==> src/sv/cmfb_pkg.sv <==
// ----------------------------------------------------------------------------
// cmfb_pkg: shared types and constants of the crc-8 message frame buffer
// opcodes, payload structs, controller/datapath link and the j1850 fold
// ----------------------------------------------------------------------------
package cmfb_pkg;

	// buffer depth used when the top level is not overridden
	localparam int DEFAULT_DEPTH = 256;

	// crc-8/sae-j1850, msb first
	localparam logic [7:0] CRC_POLY = 8'h1D;
	localparam logic [7:0] CRC_INIT = 8'hFF;

	typedef enum logic [2:0] {
		OP_BEGIN    = 3'd0,
		OP_APPEND   = 3'd1,
		OP_COMPLETE = 3'd2,
		OP_LOAD     = 3'd3,
		OP_CHECK    = 3'd4,
		OP_READ     = 3'd5
	} op_t;

	typedef struct packed {
		logic [2:0]  opcode;
		logic [7:0]  target_id;
		logic [15:0] command_word;
		logic [7:0]  data_byte;
		logic [7:0]  load_address;
		logic [7:0]  expected_crc;
		logic [8:0]  frame_length;
	} req_payload_t;

	typedef struct packed {
		logic [7:0]  read_data;
		logic [7:0]  frame_crc;
		logic [8:0]  frame_bytes;
		logic [7:0]  header_id;
		logic [15:0] header_command;
		logic        crc_match;
		logic        overflow;
	} rsp_payload_t;

	// controller to datapath
	typedef struct packed {
		logic start;     // request accepted this cycle
		logic rd_done;   // stored byte for read next is in the read register
		logic walk;      // check is stepping through the store
		logic chk_done;  // check walk finished, report it
	} dp_cmd_t;

	// datapath to controller
	typedef struct packed {
		logic pos_full;   // write/read position sits at the buffer end
		logic walk_done;  // all covered bytes folded
	} dp_status_t;

	// one byte folded into the crc, eight shift steps
	function automatic logic [7:0] crc8_fold(input logic [7:0] acc, input logic [7:0] b);
		logic [7:0] c;
		c = acc ^ b;
		for (int i = 0; i < 8; i++) begin
			if (c[7]) begin
				c = {c[6:0], 1'b0} ^ CRC_POLY;
			end else begin
				c = {c[6:0], 1'b0};
			end
		end
		return c;
	endfunction

endpackage

==> src/sv/cmfb_if.sv <==
// ----------------------------------------------------------------------------
// cmfb_if: request and result channels of the frame buffer
// valid/ready handshake, transfer on a clock edge with both high
// ----------------------------------------------------------------------------
interface cmfb_req_if;
	logic        valid;
	logic        ready;
	logic [2:0]  opcode;
	logic [7:0]  target_id;
	logic [15:0] command_word;
	logic [7:0]  data_byte;
	logic [7:0]  load_address;
	logic [7:0]  expected_crc;
	logic [8:0]  frame_length;

	modport source (
		output valid, opcode, target_id, command_word, data_byte,
		       load_address, expected_crc, frame_length,
		input  ready
	);
	modport sink (
		input  valid, opcode, target_id, command_word, data_byte,
		       load_address, expected_crc, frame_length,
		output ready
	);
endinterface

interface cmfb_rsp_if;
	logic        valid;
	logic        ready;
	logic [7:0]  read_data;
	logic [7:0]  frame_crc;
	logic [8:0]  frame_bytes;
	logic [7:0]  header_id;
	logic [15:0] header_command;
	logic        crc_match;
	logic        overflow;

	modport source (
		output valid, read_data, frame_crc, frame_bytes, header_id,
		       header_command, crc_match, overflow,
		input  ready
	);
	modport sink (
		input  valid, read_data, frame_crc, frame_bytes, header_id,
		       header_command, crc_match, overflow,
		output ready
	);
endinterface

==> src/sv/crc8_message_frame_buffer.sv <==
// ----------------------------------------------------------------------------
// crc8_message_frame_buffer: message frame buffer with crc-8/sae-j1850
// sender side builds a frame and its crc, receiver side loads, checks, reads
// ----------------------------------------------------------------------------
//
//  channel  dir  handshake      contents
//  -------  ---  -------------  ---------------------------------------------
//  req      in   valid/ready    opcode, header fields, byte, address, length
//  rsp      out  valid/ready    read byte, crc, length, header, match, overflow
//
//  begin, append, complete, load, unknown opcodes and a read at the buffer
//  end load the result register directly on acceptance
//  read next passes the byte through the registered read port of the store
//  check folds one stored byte per step over frame_length bytes (length
//  saturated to the depth), each read through the same port, then reports
//  a new request is taken once idle and the result register is empty or
//  being emptied in the same cycle; a stalled result holds its value
//  reset clears position, crc (to 0xff), header registers and control;
//  the byte store is not cleared and holds nothing defined until written
//
module crc8_message_frame_buffer #(
	parameter int BUFFER_DEPTH = cmfb_pkg::DEFAULT_DEPTH
) (
	input logic              clk,
	input logic              arst_n,
	cmfb_req_if.sink         req,
	cmfb_rsp_if.source       rsp
);

	cmfb_pkg::dp_cmd_t      cmd;
	cmfb_pkg::dp_status_t   status;
	cmfb_pkg::req_payload_t req_data;
	cmfb_pkg::rsp_payload_t rsp_data;

	// request fields gathered for the datapath
	assign req_data.opcode       = req.opcode;
	assign req_data.target_id    = req.target_id;
	assign req_data.command_word = req.command_word;
	assign req_data.data_byte    = req.data_byte;
	assign req_data.load_address = req.load_address;
	assign req_data.expected_crc = req.expected_crc;
	assign req_data.frame_length = req.frame_length;

	// sequencing: accept, read wait, check walk
	cmfb_ctrl u_ctrl (
		.clk        (clk),
		.arst_n     (arst_n),
		.req_valid  (req.valid),
		.req_opcode (req.opcode),
		.req_ready  (req.ready),
		.rsp_valid  (rsp.valid),
		.rsp_ready  (rsp.ready),
		.status     (status),
		.cmd        (cmd)
	);

	// store, crc and result register
	cmfb_dp #(
		.BUFFER_DEPTH (BUFFER_DEPTH)
	) u_dp (
		.clk      (clk),
		.arst_n   (arst_n),
		.cmd      (cmd),
		.req_data (req_data),
		.status   (status),
		.rsp_data (rsp_data)
	);

	// result fields out of the result register
	assign rsp.read_data      = rsp_data.read_data;
	assign rsp.frame_crc      = rsp_data.frame_crc;
	assign rsp.frame_bytes    = rsp_data.frame_bytes;
	assign rsp.header_id      = rsp_data.header_id;
	assign rsp.header_command = rsp_data.header_command;
	assign rsp.crc_match      = rsp_data.crc_match;
	assign rsp.overflow       = rsp_data.overflow;

endmodule

==> src/sv/cmfb_dp.sv <==
// ----------------------------------------------------------------------------
// cmfb_dp: frame buffer datapath
// byte store, position, crc and header registers, check walker, result register
// ----------------------------------------------------------------------------
module cmfb_dp #(
	parameter int BUFFER_DEPTH = cmfb_pkg::DEFAULT_DEPTH
) (
	input  logic                   clk,
	input  logic                   arst_n,
	input  cmfb_pkg::dp_cmd_t      cmd,
	input  cmfb_pkg::req_payload_t req_data,
	output cmfb_pkg::dp_status_t   status,
	output cmfb_pkg::rsp_payload_t rsp_data
);

	localparam int AW = $clog2(BUFFER_DEPTH);
	localparam int PW = $clog2(BUFFER_DEPTH + 1);
	localparam logic [PW-1:0] DEPTH_P = PW'(BUFFER_DEPTH);

	logic [7:0]    frame_mem [BUFFER_DEPTH];
	logic [7:0]    mem_rdata_s1;
	logic          fold_v_s1;

	logic [PW-1:0] pos_q;
	logic [7:0]    crc_q;
	logic [7:0]    id_q;
	logic [15:0]   cmd_q;
	logic [PW-1:0] idx_q;
	logic [PW-1:0] len_q;
	logic [7:0]    exp_q;
	logic [7:0]    acc_q;
	cmfb_pkg::rsp_payload_t rsp_q;

	cmfb_pkg::op_t          op;
	cmfb_pkg::rsp_payload_t rsp_next;
	logic          pos_full;
	logic          load_in_range;
	logic [PW-1:0] len_sat;
	logic          walk_issue;
	logic          mem_we;
	logic [AW-1:0] mem_waddr;
	logic [AW-1:0] mem_raddr;
	logic [7:0]    chk_crc;

	assign op            = cmfb_pkg::op_t'(req_data.opcode);
	assign pos_full      = (pos_q == DEPTH_P);
	assign load_in_range = (32'(req_data.load_address) < 32'(BUFFER_DEPTH));
	assign len_sat       = (32'(req_data.frame_length) > 32'(BUFFER_DEPTH)) ?
	                       DEPTH_P : PW'(req_data.frame_length);
	assign walk_issue    = cmd.walk && (idx_q != len_q);
	assign mem_raddr     = cmd.walk ? idx_q[AW-1:0] : pos_q[AW-1:0];
	assign chk_crc       = ~acc_q;

	always_comb begin
		mem_we    = 1'b0;
		mem_waddr = pos_q[AW-1:0];
		if (cmd.start && op == cmfb_pkg::OP_APPEND && !pos_full) begin
			mem_we = 1'b1;
		end else if (cmd.start && op == cmfb_pkg::OP_LOAD && load_in_range) begin
			mem_we    = 1'b1;
			mem_waddr = AW'(req_data.load_address);
		end
	end

	// byte store, one write and one registered read port
	always_ff @(posedge clk) begin
		if (mem_we) begin
			frame_mem[mem_waddr] <= req_data.data_byte;
		end
	end

	always_ff @(posedge clk) begin
		mem_rdata_s1 <= frame_mem[mem_raddr];
	end

	// next result
	always_comb begin
		rsp_next = '0;
		if (cmd.start) begin
			case (op)
				cmfb_pkg::OP_COMPLETE: begin
					rsp_next.frame_crc      = ~crc_q;
					rsp_next.frame_bytes    = 9'(pos_q);
					rsp_next.header_id      = id_q;
					rsp_next.header_command = cmd_q;
				end
				cmfb_pkg::OP_APPEND,
				cmfb_pkg::OP_READ: begin
					rsp_next.overflow = pos_full;
				end
				default: begin
				end
			endcase
		end else if (cmd.rd_done) begin
			rsp_next.read_data = mem_rdata_s1;
		end else if (cmd.chk_done) begin
			rsp_next.frame_crc = chk_crc;
			rsp_next.crc_match = (chk_crc == exp_q);
		end
	end

	// frame state
	always_ff @(posedge clk or negedge arst_n) begin
		if (!arst_n) begin
			pos_q     <= '0;
			crc_q     <= cmfb_pkg::CRC_INIT;
			id_q      <= '0;
			cmd_q     <= '0;
			fold_v_s1 <= 1'b0;
		end else begin
			fold_v_s1 <= walk_issue;
			if (cmd.start) begin
				case (op)
					cmfb_pkg::OP_BEGIN: begin
						crc_q <= cmfb_pkg::CRC_INIT;
						pos_q <= '0;
						id_q  <= req_data.target_id;
						cmd_q <= req_data.command_word;
					end
					cmfb_pkg::OP_APPEND: begin
						if (!pos_full) begin
							crc_q <= cmfb_pkg::crc8_fold(crc_q, req_data.data_byte);
							pos_q <= pos_q + PW'(1);
						end
					end
					cmfb_pkg::OP_COMPLETE: begin
						crc_q <= ~crc_q;
					end
					cmfb_pkg::OP_READ: begin
						if (!pos_full) begin
							pos_q <= pos_q + PW'(1);
						end
					end
					default: begin
					end
				endcase
			end
			if (cmd.chk_done) begin
				crc_q <= chk_crc;
				pos_q <= '0;
			end
		end
	end

	// check walker and result register
	always_ff @(posedge clk) begin
		if (cmd.start && op == cmfb_pkg::OP_CHECK) begin
			len_q <= len_sat;
			exp_q <= req_data.expected_crc;
			idx_q <= '0;
			acc_q <= cmfb_pkg::CRC_INIT;
		end else begin
			if (walk_issue) begin
				idx_q <= idx_q + PW'(1);
			end
			if (fold_v_s1) begin
				acc_q <= cmfb_pkg::crc8_fold(acc_q, mem_rdata_s1);
			end
		end
		if (cmd.start || cmd.rd_done || cmd.chk_done) begin
			rsp_q <= rsp_next;
		end
	end

	assign status.pos_full  = pos_full;
	assign status.walk_done = (idx_q == len_q) && !fold_v_s1;
	assign rsp_data         = rsp_q;

endmodule

==> src/sv/cmfb_ctrl.sv <==
// ----------------------------------------------------------------------------
// cmfb_ctrl: frame buffer controller
// request acceptance, read and check sequencing, result valid
// ----------------------------------------------------------------------------
module cmfb_ctrl (
	input  logic                 clk,
	input  logic                 arst_n,
	input  logic                 req_valid,
	input  logic [2:0]           req_opcode,
	output logic                 req_ready,
	output logic                 rsp_valid,
	input  logic                 rsp_ready,
	input  cmfb_pkg::dp_status_t status,
	output cmfb_pkg::dp_cmd_t    cmd
);

	typedef enum logic [1:0] {
		ST_IDLE,
		ST_READ,
		ST_WALK
	} state_t;

	state_t state_q;
	logic   rsp_valid_q;
	logic   accept;

	assign req_ready    = (state_q == ST_IDLE) && (!rsp_valid_q || rsp_ready);
	assign accept       = req_valid && req_ready;
	assign rsp_valid    = rsp_valid_q;

	assign cmd.start    = accept;
	assign cmd.rd_done  = (state_q == ST_READ);
	assign cmd.walk     = (state_q == ST_WALK);
	assign cmd.chk_done = (state_q == ST_WALK) && status.walk_done;

	always_ff @(posedge clk or negedge arst_n) begin
		if (!arst_n) begin
			state_q     <= ST_IDLE;
			rsp_valid_q <= 1'b0;
		end else begin
			case (state_q)
				ST_IDLE: begin
					if (accept) begin
						if (req_opcode == cmfb_pkg::OP_READ && !status.pos_full) begin
							state_q     <= ST_READ;
							rsp_valid_q <= 1'b0;
						end else if (req_opcode == cmfb_pkg::OP_CHECK) begin
							state_q     <= ST_WALK;
							rsp_valid_q <= 1'b0;
						end else begin
							rsp_valid_q <= 1'b1;
						end
					end else if (rsp_ready) begin
						rsp_valid_q <= 1'b0;
					end
				end
				ST_READ: begin
					rsp_valid_q <= 1'b1;
					state_q     <= ST_IDLE;
				end
				ST_WALK: begin
					if (status.walk_done) begin
						rsp_valid_q <= 1'b1;
						state_q     <= ST_IDLE;
					end
				end
				default: begin
					state_q <= ST_IDLE;
				end
			endcase
		end
	end

endmodule

==> src/flat_wrapper.sv <==
// flat-port wrapper written by rule: the top's interface ports become plain ports
module crc8_message_frame_buffer_flat 
#(
	parameter int BUFFER_DEPTH = cmfb_pkg::DEFAULT_DEPTH
)
  (clk, arst_n, req_valid, req_opcode, req_target_id, req_command_word, req_data_byte, req_load_address, req_expected_crc, req_frame_length, req_ready, rsp_valid, rsp_read_data, rsp_frame_crc, rsp_frame_bytes, rsp_header_id, rsp_header_command, rsp_crc_match, rsp_overflow, rsp_ready);
  cmfb_req_if req_i ();
  cmfb_rsp_if rsp_i ();
  input logic clk;
  input logic arst_n;
  input wire logic [$bits(req_i.valid)-1:0] req_valid;
  input wire logic [$bits(req_i.opcode)-1:0] req_opcode;
  input wire logic [$bits(req_i.target_id)-1:0] req_target_id;
  input wire logic [$bits(req_i.command_word)-1:0] req_command_word;
  input wire logic [$bits(req_i.data_byte)-1:0] req_data_byte;
  input wire logic [$bits(req_i.load_address)-1:0] req_load_address;
  input wire logic [$bits(req_i.expected_crc)-1:0] req_expected_crc;
  input wire logic [$bits(req_i.frame_length)-1:0] req_frame_length;
  output wire logic [$bits(req_i.ready)-1:0] req_ready;
  output wire logic [$bits(rsp_i.valid)-1:0] rsp_valid;
  output wire logic [$bits(rsp_i.read_data)-1:0] rsp_read_data;
  output wire logic [$bits(rsp_i.frame_crc)-1:0] rsp_frame_crc;
  output wire logic [$bits(rsp_i.frame_bytes)-1:0] rsp_frame_bytes;
  output wire logic [$bits(rsp_i.header_id)-1:0] rsp_header_id;
  output wire logic [$bits(rsp_i.header_command)-1:0] rsp_header_command;
  output wire logic [$bits(rsp_i.crc_match)-1:0] rsp_crc_match;
  output wire logic [$bits(rsp_i.overflow)-1:0] rsp_overflow;
  input wire logic [$bits(rsp_i.ready)-1:0] rsp_ready;
  assign req_i.valid = req_valid;
  assign req_i.opcode = req_opcode;
  assign req_i.target_id = req_target_id;
  assign req_i.command_word = req_command_word;
  assign req_i.data_byte = req_data_byte;
  assign req_i.load_address = req_load_address;
  assign req_i.expected_crc = req_expected_crc;
  assign req_i.frame_length = req_frame_length;
  assign req_ready = req_i.ready;
  assign rsp_valid = rsp_i.valid;
  assign rsp_read_data = rsp_i.read_data;
  assign rsp_frame_crc = rsp_i.frame_crc;
  assign rsp_frame_bytes = rsp_i.frame_bytes;
  assign rsp_header_id = rsp_i.header_id;
  assign rsp_header_command = rsp_i.header_command;
  assign rsp_crc_match = rsp_i.crc_match;
  assign rsp_overflow = rsp_i.overflow;
  assign rsp_i.ready = rsp_ready;
  crc8_message_frame_buffer #(.BUFFER_DEPTH(BUFFER_DEPTH)) u_core (.clk(clk), .arst_n(arst_n), .req(req_i), .rsp(rsp_i));
endmodule
==> config.mk <==
export PLATFORM = sky130hd
export DESIGN_NAME = crc8_message_frame_buffer_flat
export DESIGN_NICKNAME = d
export VERILOG_FILES = /design/src/sv/cmfb_pkg.sv /design/src/sv/cmfb_if.sv /design/src/sv/crc8_message_frame_buffer.sv /design/src/sv/cmfb_dp.sv /design/src/sv/cmfb_ctrl.sv /design/src/flat_wrapper.sv
export SDC_FILE = /design/constraint.sdc
export NUM_CORES = 2
export LEC_CHECK = 0
export BUFFER_PORTS_ARGS = -buffer_cell sky130_fd_sc_hd__buf_2
export CAP_MARGIN = 10
export CORE_MARGIN = 3
export CORE_UTILIZATION = 35
export CTS_CLUSTER_DIAMETER = 50
export DETAILED_ROUTE_END_ITERATION = 6
export PLACE_DENSITY_LB_ADDON = 0.15
export SKIP_LAST_GASP = 1
export SLEW_MARGIN = 20
export SYNTH_ARGS = -nofsm -noshare
export SYNTH_HDL_FRONTEND = slang
export SYNTH_SLANG_ARGS = --single-unit
==> constraint.sdc <==
create_clock -name clk -period 6.75 [get_ports clk]
set_input_delay 0.675 -clock clk [delete_from_list [all_inputs] [get_ports clk]]
set_output_delay 0.675 -clock clk [all_outputs]
set_load 0.05 [all_outputs]
; After elaboration in Yosys (flattened, before gate mapping)
; Memory sizes are Yosys's and may differ from the RTL's. A register that Yosys moved wholly into a read port is not among the register bits.
; Index checks and enable logic that the tools add are counted.
[totals]
input_bits = 64
word_cells = 174
ramBits = 2048
memories = 1
register_bits = 130
[op_classes]
reduce_logical = 32
addsub = 2
mux = 81
order_cmp = 1
bitwise = 22
eq_ne = 17
[mem_list]
columns = memory, words, width, read_ports, rd_clocked_by_memory_dff, wr, line_no
row1 = u_core.u_dp.frame_mem, 256, 8, 1, 1, 1, cmfb_dp.sv:20  ; logic [7:0] frame_mem [BUFFER_DEPTH];
[ops]
columns = cell, n
row1 = 2-to-1 mux 8 bit, 44
row2 = 2-to-1 mux 5 bit, 16
row3 = inverter 4 bit, 16
row4 = 2-to-1 mux 41 bit, 1
row5 = 2-to-1 mux 9 bit, 3
row6 = one-hot mux 8 bit (3 select lines), 1
row7 = adder 9 x 1 -> 9 bit (second input constant), 2
row8 = one-hot mux 9 bit (2 select lines), 1
row9 = inverter 8 bit, 2
row10 = bitwise XOR 8 bit, 2
row11 = AND reduction 3 bit, 4
row12 = logical AND 1 bit, 10
row13 = equality test 9 bit, 1
row14 = equality test 9 bit (second input constant), 1
row15 = > comparator 9 bit (second input constant), 1
row16 = 2-to-1 mux 1 bit, 9
row17 = != test 3 bit (second input constant), 3
row18 = != test 9 bit, 1
row19 = equality test 8 bit, 1
row20 = 2-to-1 mux 2 bit, 4
row21 = equality test 3 x 2 -> 1 bit (second input constant), 2
row22 = equality test 3 bit (second input constant), 2
row23 = AND reduction 2 bit, 3
row24 = nonzero test 3 bit, 2
row25 = 17 further kinds, 23

; Depth between registers and ports, before layout
[depth]
depth_word = 42
depth_mapped = 14

; Cells and area by module
; From an unflattened synthesis, not the netlist that was laid out.
[hier_totals]
hier_cells = 5478
hier_area_um2 = 86957.1
[modules_own_cells]
columns = mod, n_inst, seq_area_each_um2, cells_each, area_per_inst_um2
row1 = cmfb_dp, 1, 65102.4, 5445, 86670.6
row2 = cmfb_ctrl, 1, 75.1, 33, 286.5

; Least setup slack after synthesis
; No wires, ideal clock.
[synth_timing]
path_kind = register to register
startpoint = register u_core.u_ctrl.state_q[0]
endpoint = register u_core.u_dp.rsp_q, in the netlist u_core.u_dp.rsp_data[0] (enable)
n_path_buf = 4
t_arrival_ns = 2.849
path_stages_with_launch = 9
setup_slack_ns = 3.171
setup_ns = 0.730
required_time_ns = 6.020
cell_sequence = dfrtp_1 inv_1 ha_1 buf_6 buf_6 buf_2 clkbuf_1 nand2_1 nand3b_1
[synth_between]
elab_chain_len = 5
word_cells_on_any_way = 8
[synth_rtl]
columns = element, line_no
row1 = start: declaration, cmfb_ctrl.sv:23  ; state_t state_q;
row2 = start signal: assignment, cmfb_ctrl.sv:38  ; state_q <= ST_IDLE;
row3 = start signal: assignment, cmfb_ctrl.sv:45  ; state_q <= ST_READ;
row4 = start signal: assignment, cmfb_ctrl.sv:48  ; state_q <= ST_WALK;
row5 = zero test 2 bit, cmfb_ctrl.sv:27  ; assign req_ready = (state_q == ST_IDLE) && (!rsp_valid_q || rsp_ready);
row6 = logical AND 1 bit, cmfb_ctrl.sv:27
row7 = logical AND 1 bit, cmfb_ctrl.sv:28  ; assign accept = req_valid && req_ready;
row8 = logical OR 1 bit, cmfb_dp.sv:160  ; if (cmd.start || cmd.rd_done || cmd.chk_done) begin
row9 = logical OR 1 bit *, cmfb_dp.sv:160
row10 = end signal: assignment, cmfb_dp.sv:161  ; rsp_q <= rsp_next;
row11 = end: declaration, cmfb_dp.sv:32  ; cmfb_pkg::rsp_payload_t rsp_q;
; Every way passes the cells marked *; elsewhere a longest branch is shown, timed or not.
; A chain may end at the register's enable or synchronous reset.

; Worst setup path after layout
[layout_timing]
startpoint = register u_core.u_ctrl.state_q[0]
endpoint = register u_core.u_dp.mem_rdata_s1[2], read port of u_core.u_dp.frame_mem
[layout_between]
elab_chain_len = 2
[layout_rtl]
columns = element, line_no
row1 = equality test 2 bit, cmfb_ctrl.sv:33  ; assign cmd.walk = (state_q == ST_WALK);
row2 = 2-to-1 mux 8 bit, cmfb_dp.sv:51  ; assign mem_raddr = cmd.walk ? idx_q[AW-1:0] : pos_q[AW-1:0];
row3 = end: declaration, cmfb_dp.sv:21  ; logic [7:0] mem_rdata_s1;
; No other way between the ends.

==> impl_metrics.env <==
export IMPL_worst_ep_arrival_time_ps=5850
export IMPL_post_route_cells_drive_above_1_share_pct=13.1
export IMPL_numCtsBuffers=238
export IMPL_multiInputGateArea_mm2=0.0206
export IMPL_clk_pin_slew_ps=60
export IMPL_clk_latency_ps=880
export IMPL_status="finished clean"
export IMPL_cts_sinks=2186
export IMPL_routabilityCongestion=0.816
export IMPL_vias_per_cell=5.47
export IMPL_power_leakage_nw=34.0
export IMPL_n_fill_cell=22651
export IMPL_p_per_area_mw_per_mm2=441
export IMPL_critical_path_required_ps=7430
export IMPL_htreeDepth=4
export IMPL_setup_viol=0
export IMPL_wl_um=274000
export IMPL_grt_antenna_before_repair=22
export IMPL_postSynthNetCount=5800
export IMPL_core_region_area_mm2=0.247
export IMPL_grt_start_max_net_pins=156
export IMPL_path_delay_family="multiplexers"
export IMPL_grt_pass1_wl_um=388000
export IMPL_post_drt_wl_per_cell_um=29.1
export IMPL_maxSlewViolCount=0
export IMPL_overflow=0
export IMPL_ys_seq_area_share_pct=74.6
export IMPL_cp_start_kind="flip-flop"
export IMPL_async_flop_share_pct=2.06
export IMPL_syn_inst=5729
export IMPL_first_iter_violations=5957
export IMPL_dp_final_hpwl_um=164000
export IMPL_area_growth_pct=14.7
export IMPL_seq_area_mm2=0.0652
export IMPL_r2r_start="u_core.u_ctrl.state_q[0]$_DFFE_PN0P_"
export IMPL_crit_chain="inv_1, ha_2, mux2i_4, buf_12, buf_4, mux4_2, a2111oi_0, nor3_1, o41ai_1, nand4_1"
export IMPL_worst_setup_path_end_kind="flip-flop"
export IMPL_dieWidth_um=506
export IMPL_row_count=182
export IMPL_fin_crit_sh_pct=76.6
export IMPL_grt_util_all_layers_pct=20.9
export IMPL_vias=51469
export IMPL_critical_path_max_stage_delay_ps=880
export IMPL_maxCapViolations=0
export IMPL_syn_area_mm2=0.0874
export IMPL_relSlewSlack_pct=22.2
export IMPL_hold_slack_ps=126
export IMPL_synth_ff_type="edfxtp_1"
export IMPL_nets=5960
export IMPL_hold_path_class="input pin to flip-flop"
export IMPL_finClkSkew_ps=35.8
export IMPL_tns_ps=0
export IMPL_pin_count=117
export IMPL_vdd_drop_max_mv=0.595
export IMPL_path_max_fanout=50
export IMPL_ant_nets=0
export IMPL_rsz0062_at_grt="false"
export IMPL_drc_errors=0
export IMPL_ys_types=71
export IMPL_ys_ff_latch=2186
export IMPL_ys_warn_count=0
export IMPL_hold_violations=0
export IMPL_cts_root_buffer_cell="clkbuf_16"
export IMPL_critPathKind="flip-flop to flip-flop"
export IMPL_max_freq_mhz=193
export IMPL_period_minus_slack_ps=5170
export IMPL_tightest_slew_ps=1170
export IMPL_chipHeight_um=506
export IMPL_port_buffers=116
export IMPL_synth_edf_count=2116
export IMPL_ctsResizeCount=0
export IMPL_cts_tree="built"
export IMPL_ctsLongestPathBuffers=3
export IMPL_min_from="req_frame_length[4]"
export IMPL_drt_pass1_iter_count=6
export IMPL_first_global_vias=50023
export IMPL_worstSetupStartpoint="u_core.u_ctrl.state_q[0]$_DFFE_PN0P_"
export IMPL_die_area_mm2=0.256
export IMPL_crit_buf_inv=3
export IMPL_rrSetupSlack_ps=1580
export IMPL_crit_slowest_cell="mux2i_4"
export IMPL_synth_area_per_cell_um2=15.3
export IMPL_initial_utilization_pct=35.4
-- what timing repair did --
item	CTS	global route
setup buffers	0	0
hold endpoints to repair	69	0
hold buffers	33	0
-- flip-flops by register name, summed over array words and instances, names as in the netlist --
| name | count |
|---|---|
| u_core.u_ctrl.rsp_valid | 1 |
| u_core.u_dp.frame_mem | 2048 |
| u_core.u_dp.mem_rdata_s1 | 8 |
| u_core.u_dp.cmd_q | 16 |
| u_core.u_dp.crc_q | 8 |
| u_core.u_dp.exp_q | 8 |
| u_core.u_ctrl.state_q | 2 |
| u_core.u_dp.idx_q | 9 |
| u_core.u_dp.rsp_data | 51 |
| u_core.u_dp.id_q | 8 |
| u_core.u_dp.pos_q | 9 |
| u_core.u_dp.len_q | 9 |
| u_core.u_dp.acc_q | 8 |
| u_core.u_dp.fold_v_s1 | 1 |
-- power by group --
| part | internal (mW) | switching (mW) | total, mW | leakage [nW] |
|---|---|---|---|---|
| Sequential | 15.2 | 0.377 | 15.6 | 19.8 |
| Clock | 7.35 | 5.39 | 12.7 | 3.71 |
| Combinational | 5.14 | 10.7 | 15.9 | 10.5 |
| Total | 27.7 | 16.5 | 44.3 | 34.0 |
-- cell type report --
cell class              instances  share of cell area [%]
clock buffers                 301                    6.32
inverters                      16                  0.0599
clock inverters               145                    1.29
well taps                    3312                    4.13
repair buffers                302                    2.57
flip-flops and latches       2186                    65.0
multi-input cells            3145                    20.6
diodes                          6                  0.0150
-- kinds of logic (layout without fill, tap and decap cells) --
logic type | count (synthesis) | after routing | share of synthesized area (%)
flops | 2186 | 2186 | 74.6
xor+xnor | 77 | 77 | 0.787
mux | 586 | 586 | 7.93
buf+inv | 398 | 764 | 2.24
other cells | 0 | 6 | 0
compound gates | 690 | 690 | 5.58
fa+ha+maj | 7 | 7 | 0.100
simple gates | 1785 | 1785 | 8.80
-- cells in the mapped netlist, types with 9 or more instances --
cell       instances  area share, %
a2111oi_2         13           0.22
buf_6             27           0.35
nor3_1            93           0.53
o21ai_0           86           0.49
o31ai_1           10          0.086
nand2_1          865            3.7
xor2_1            21           0.21
inv_1             13          0.056
buf_2             61           0.35
a221oi_1           9          0.090
nand4_1           34           0.24
and2_1            14           0.10
o22ai_1           71           0.51
mux2_2            27           0.35
mux2i_1          476            5.4
nand3b_1          14           0.12
a21oi_1           92           0.53
buf_4             38           0.33
dfrtp_1           37            1.1
nand3_1          406            2.3
nor2_1           291            1.2
a311oi_1          16           0.16
o41ai_1           26           0.26
edfxtp_1        2116             73
dfxtp_1           25           0.57
xnor2_1           55           0.55
nor2b_1           12          0.086
buf_1             22          0.094
clkbuf_1         230           0.99
and3_1            32           0.23
o21ai_1           11          0.063
mux4_2            81            2.1
a31oi_1          148            1.1
o221ai_1         180            1.8
-- placed cells by master, fill, tap and decap left out, types with 13 or more instances in the layout --
cell,instances
o21ai_0,81
o41ai_1,15
dlygate4sd3_1,33
clkinv_1,50
and2_1,14
a31oi_1,144
xnor2_1,55
dfxtp_1,25
a21oi_1,92
nand4_1,34
nand3_1,394
bufinv_16,19
edfxtp_1,2116
mux2i_1,473
buf_2,108
inv_6,13
clkbuf_16,243
inv_1,13
nand3b_1,14
a311oi_1,16
clkbuf_1,54
xor2_1,21
dfrtp_1,37
nand2_1,865
nor3_1,92
mux2_2,26
a2111oi_2,13
nor2_1,287
and3_1,32
clkinv_2,42
mux4_2,81
o22ai_1,71
buf_12,35
buf_4,118
o221ai_1,180
-- per-stage QoR --
step	std cells	instance area [um2]	worst slack [ps]	utilization, %	total power, mW
floorplan	5729	87400	3170	-	25.8
global placement	8928	92200	1430	37.3	31.8
detailed placement	8928	92300	1600	37.3	31.8
CTS	9407	100000	1540	40.5	44.5
global route	9408	100000	1380	40.5	46.0
finish	9413	100000	1580	40.5	44.3
-- final timing paths --
path / depth (start not counted) / end
hold reg to reg: 1 / u_core.u_dp.cmd_q[0]$_DFFE_PN0P_
max in group asynchronous: 3 / u_core.u_dp.fold_v_s1$_DFF_PN0_
min in group asynchronous: 3 / u_core.u_dp.cmd_q[9]$_DFFE_PN0P_
hold / removal: 2 / u_core.u_dp.len_q[4]$_SDFFCE_PN0P_
setup / recovery: 10 / u_core.u_dp.mem_rdata_s1[2]$_DFF_P_
setup reg to reg: 10 / u_core.u_dp.mem_rdata_s1[2]$_DFF_P_
-- per-layer routing --
layer | up-vias | part of all wire, % | global-route usage (%) | wire length (um)
met1 | 26724 | 45 | 30.4 | 123000
met3 | 355 | 6.6 | 3.00 | 18000
li1 | 22451 | - | - | -
met2 | 1929 | 46 | 32.5 | 125000
met4 | 10 | 2.8 | 5.94 | 7550
met5 | - | 0.025 | 0 | 69
-- worst reg2reg max path: cells and delay by family (launching register included) --
kind	cells	cell delay, ps
AO/OA/AOI/OAI	2	1440
buffers and inverters	3	1100
multiplexers	2	1530
AND/OR/NAND/NOR	2	280
adder cells (fa/ha/maj)	1	230
flip-flops	1	420
No activity file was read; power rests on OpenSTA's default activity.
